File: src/rtl/rmez_pkg.sv
// shared constants and the arctangent table for the euler angle pipeline
package rmez_pkg;

    localparam int SCALED_W    = 33;  // scaled operand width, also holds the unsigned root
    localparam int RAD_W       = 64;
    localparam int ROOT_W      = 32;
    localparam int REM_W       = 36;
    localparam int SQRT_LAT    = ROOT_W;
    localparam int CORDIC_STEPS = 17;
    localparam int CORDIC_LAT  = CORDIC_STEPS + 2;
    localparam int CX_W        = 36;
    localparam int CZ_W        = 20;
    localparam int ANGLE_W     = 16;
    localparam int PITCH_W     = 15;
    localparam int THR_W       = 15;

    localparam logic [THR_W-1:0] THR_RESET = 15'd16382;
    localparam int HALF_PI_Q16 = 102944;
    localparam int PI_Q13      = 25736;
    localparam int HALF_PI_Q13 = 12868;

    localparam logic signed [CZ_W-1:0] ATAN_TAB [CORDIC_STEPS] = '{
        20'sd51472, 20'sd30386, 20'sd16055, 20'sd8150, 20'sd4091, 20'sd2047,
        20'sd1024, 20'sd512, 20'sd256, 20'sd128, 20'sd64, 20'sd32, 20'sd16,
        20'sd8, 20'sd4, 20'sd2, 20'sd1
    };

endpackage

File: src/rtl/rmez_sqrt.sv
// pipelined restoring integer square root, one result bit per stage
module rmez_sqrt import rmez_pkg::*; (
    input  logic              aclk,
    input  logic              en,
    input  logic [RAD_W-1:0]  rad_in,
    output logic [ROOT_W-1:0] root_out
);

    logic [RAD_W-1:0]  rad_reg  [SQRT_LAT];
    logic [REM_W-1:0]  rem_reg  [SQRT_LAT];
    logic [ROOT_W-1:0] root_reg [SQRT_LAT];

    for (genvar k = 0; k < SQRT_LAT; k++) begin : g_stage
        logic [RAD_W-1:0]  rad_cur;
        logic [REM_W-1:0]  rem_cur;
        logic [ROOT_W-1:0] root_cur;
        logic [REM_W-1:0]  rem_sh;
        logic [REM_W-1:0]  trial;

        if (k == 0) begin : g_first
            assign rad_cur  = rad_in;
            assign rem_cur  = '0;
            assign root_cur = '0;
        end else begin : g_next
            assign rad_cur  = rad_reg[k-1];
            assign rem_cur  = rem_reg[k-1];
            assign root_cur = root_reg[k-1];
        end

        // bring down the next two radicand bits
        assign rem_sh = {rem_cur[REM_W-3:0], rad_cur[RAD_W-1 -: 2]};
        assign trial  = {(REM_W-2)'(root_cur), 2'b01};

        always_ff @(posedge aclk) begin
            if (en) begin
                rad_reg[k] <= {rad_cur[RAD_W-3:0], 2'b00};
                if (rem_sh >= trial) begin
                    rem_reg[k]  <= rem_sh - trial;
                    root_reg[k] <= {root_cur[ROOT_W-2:0], 1'b1};
                end else begin
                    rem_reg[k]  <= rem_sh;
                    root_reg[k] <= {root_cur[ROOT_W-2:0], 1'b0};
                end
            end
        end
    end

    assign root_out = root_reg[SQRT_LAT-1];

endmodule

File: config.mk
export PLATFORM = sky130hd
export DESIGN_NAME = rmez_sqrt
export DESIGN_NICKNAME = d
export VERILOG_FILES = /design/src/rtl/rmez_pkg.sv /design/src/rtl/rmez_sqrt.sv
export SDC_FILE = /design/constraint.sdc
export NUM_CORES = 2
export LEC_CHECK = 0
export BUFFER_PORTS_ARGS = -buffer_cell sky130_fd_sc_hd__buf_2
export CORE_UTILIZATION = 28
export CTS_BUF_LIST = sky130_fd_sc_hd__clkbuf_8
export DETAILED_ROUTE_END_ITERATION = 8
export PLACE_DENSITY = 0.54
export SLEW_MARGIN = 10
export SYNTH_ARGS = -nofsm -noshare
export SYNTH_HDL_FRONTEND = slang
export SYNTH_MEMORY_MAX_BITS = 65536
export SYNTH_SLANG_ARGS = --single-unit
File: constraint.sdc
create_clock -name aclk -period 5.15 [get_ports aclk]
set_input_delay 0.515 -clock aclk [delete_from_list [all_inputs] [get_ports aclk]]
set_output_delay 0.515 -clock aclk [all_outputs]
set_load 0.005 [all_outputs]
==> impl_metrics.json <==
{
  "cp-start-kind": "flip-flop",
  "drive_above_1_share_pct": 9.259,
  "path_class": "flip-flop to flip-flop",
  "maxCapViolCount": 0,
  "crit_start": "rem_reg[1][369]$_DFFE_PP_",
  "dpl.hpwl_mm": 173.2,
  "grt_pass1_wl_mm": 384.1,
  "yosysSeqAreaShare_pct": 64.33,
  "drtIter0Drc": 4167,
  "crit_arrival_ps": 5100,
  "grt_max_degree": 188,
  "crit-reg2reg-launch": "rem_reg[1][369]$_DFFE_PP_",
  "ant_nets": 0,
  "io-pin-count": 98,
  "p_int_mw": 40.73,
  "grt_antenna_before_repair": 4,
  "cts_tree": "built",
  "dieWidth_um": 650.5,
  "sw_frac_of_total_pct": 29.54,
  "min_path_type": "input port to flip-flop",
  "cp.required_ps": 5920,
  "rsz0062_at_grt": "no",
  "synthToLayoutAreaGrowth_pct": 14.65,
  "globalplace.congestion": 0.8791,
  "initial_core_util_pct": 28.20,
  "synth_ff_type": "edfxtp_1",
  "power_frac_comb_pct": 20.8,
  "max_freq_mhz": 231.0,
  "vias_per_cell": 4.511,
  "syn_avg_cell_area_um2": 12.87,
  "critPathSlowestCell": "o21ai_0",
  "finalCriticalPeriod_ps": 4328,
  "worst_path_largest_cell_delay_ps": 610,
  "hold_violations": 0,
  "powerDensity_mw_per_mm2": 428.2,
  "r2r_cells": 11,
  "regToRegEndpoint": "rem_reg[1][428]$_DFFE_PP_",
  "tightest_slew_ps": 1184,
  "ys_ff_latch": 2523,
  "largest_register_ff_count": 1003,
  "end_kind": "flip-flop",
  "timing.final.crit_share_pct": 84.05,
  "htree_levels": 5,
  "p_clk_share_pct": 31.1,
  "num_rows": 237,
  "outcome": "complete, no violations",
  "core-area_mm2": 0.4175,
  "synth_edf_count": 2522,
  "seqPwrFrac_pct": 48.2,
  "vias": 70312,
  "grt_pass1_vias": 70383,
  "grt.overflow.total": 0,
  "setup_viol": 0,
  "reg2reg_slack_ps": 820,
  "final_common_cell": "edfxtp_1",
  "power.switching_mw": 17.08,
  "track_usage_pct": 11.24,
  "final_cells": 15586,
  "dieArea_mm2": 0.4231,
  "cts_made_buffers": 452,
  "crit_path_max_fanout": 24,
  "root_buffer": "clkbuf_8",
  "total_power_mw": 57.80,
  "dp.cells": 14640,
  "power_leakage_nw": 50.79,
  "fin_nets": 10344,
  "synthArstFlopShare_pct": 0,
  "setup_tns_ps": 0,
  "vdd_drop_max_v": 0.0002534,
  "path_clk_slew_ps": 60,
  "slew_violations": 0,
  "portBuffers": 97,
  "finalWirelength_mm": 245.8,
  "crit_end": "rem_reg[1][428]$_DFFE_PP_",
  "path_cells": "ha_1 > nand4_1 > nor2_1 > o221ai_1 > a21boi_0 > a2111o_1 > a21oi_1 > o21ai_0 > o22ai_4 > a2111oi_0 > xor2_1",
  "first_pass_iters": 5,
  "ys_types": 91,
  "yosys_warnings": 0,
  "finClkSkew_ps": 89.96,
  "postSynthCellCount": 9150,
  "worstSkewPairLatency_ps": 1090,
  "routedWlPerCell_um": 15.77,
  "syn_area_mm2": 0.1178,
  "die_h_um": 650.5,
  "cts.sinks": 2523,
  "final_cell_mix": "edfxtp_1, inv_1, nand2_1",
  "synth_nets": 9779,
  "slew_headroom_pct": 20.33,
  "drc": 0,
  "clk_path_buf_depth": 4
}
worst min-delay path by stage:
stage	cells after the start	slack, ps	start	endpoint
finish	2	180	rad_in[24]	rad_reg[0][24]$_DFFE_PP_
floorplan	0	400	rad_reg[0][36]$_DFFE_PP_	rad_reg[0][100]$_DFFE_PP_
global placement	0	400	rad_reg[0][409]$_DFFE_PP_	rad_reg[0][473]$_DFFE_PP_
global route	2	60	rad_in[19]	rad_reg[0][19]$_DFFE_PP_
detailed placement	0	400	rad_reg[0][40]$_DFFE_PP_	rad_reg[0][104]$_DFFE_PP_
CTS	2	5	rad_in[19]	rad_reg[0][19]$_DFFE_PP_
Yosys cell counts (all sizes together), types with 26 or more instances:
library cell | n | area, um^2
o21ai | 589 | 2952
a21oi | 482 | 2412
and3 | 50 | 317.8
xor2 | 435 | 3810
nor4 | 119 | 750.7
o21bai | 57 | 427.9
nand3b | 26 | 195.2
inv | 729 | 2736
or4 | 62 | 474.2
o21a | 88 | 660.6
a21o | 254 | 1907
nand4 | 90 | 563.0
or2 | 60 | 375.4
or3 | 107 | 684.4
ha | 563 | 7044
nand2b | 121 | 757.0
nor3 | 236 | 1181
nor4b | 32 | 280.3
and2 | 59 | 369.1
o211ai | 29 | 217.7
nor2b | 81 | 506.7
nand3 | 161 | 815.8
a211oi | 37 | 277.8
a31oi | 45 | 281.5
edfxtp | 2522 | 75730
xnor2 | 416 | 3643
nand2 | 687 | 2579
nor2 | 455 | 1708
mux2 | 52 | 585.6
clkbuf | 173 | 650.6
o31ai | 39 | 292.8
critical path, delay by kind of cell, from the launching register on:
family | cells | cell delay (ps)
AOI/OAI and AO/OA | 7 | 2620
DFF | 1 | 400
xor gates and xnor gates | 1 | 130
and+or+nand+nor | 2 | 500
adders and majority gates | 1 | 400
layer usage:
metal  up-vias  part of all wire [%]  global-route usage, %  wire length (um)
met5         -                 0.019                      0                46
met2      1188                    51                  20.64            125100
met4         6                   3.9                  4.665              9697
met1     33499                    42                  12.89            102200
li1      35024                     -                      -                 -
met3       595                   3.6                  1.782              8816
per-stage QoR:
step	setup slack, ps	utilization, %	area, um^2	hold slack (ps)
after global routing	437.0	32.33	135000	61.89
after CTS	808.9	32.33	135000	5.488
after detailed placement	823.2	30.00	125200	404.5
after floorplan	1379	-	117800	400.3
final	821.7	32.33	135000	177.9
after global placement	880.6	30.00	125200	400.5
power groups by stage:
stage               sequential (mW)  clock, mW  combinational (mW)
detailed placement             28.3          0                11.9
CTS                            27.9       18.9                12.0
finish                         27.8       18.0                12.0
global route                   28.1       19.6                13.5
global placement               28.3          0                11.8
floorplan                      27.5          0                9.20
cell families (layout without fill, tap and decap cells):
| logic type | Yosys count | after routing | share of synthesized area, % |
|---|---|---|---|
| adders and majority gates | 563 | 563 | 5.982 |
| muxes | 64 | 64 | 0.5993 |
| buffers and inverters | 923 | 1861 | 2.979 |
| DFF | 2523 | 2523 | 64.33 |
| and+or+nand+nor | 2408 | 2408 | 10.27 |
| xor gates and xnor gates | 851 | 851 | 6.330 |
| AOI/OAI and AO/OA | 1818 | 1818 | 9.503 |
| other | 0 | 1 | 0 |
area by class of cell:
cell class	count	area, um^2
antenna	1	2.502
clock buffer	461	6345
clock inverter	366	2230
fill	41720	282500
inverter	729	2736
multi-input combinational	5704	38610
sequential	2523	75750
tap	5497	6878
timing repair buffer	305	2445
repair_timing:
action                                 CTS  global route
hold buffers                           118             0
gates resized for setup                  0             0
setup buffers                            0             0
endpoints found under the hold margin  157             0
Note: power is estimated with default switching activity, not from simulation.
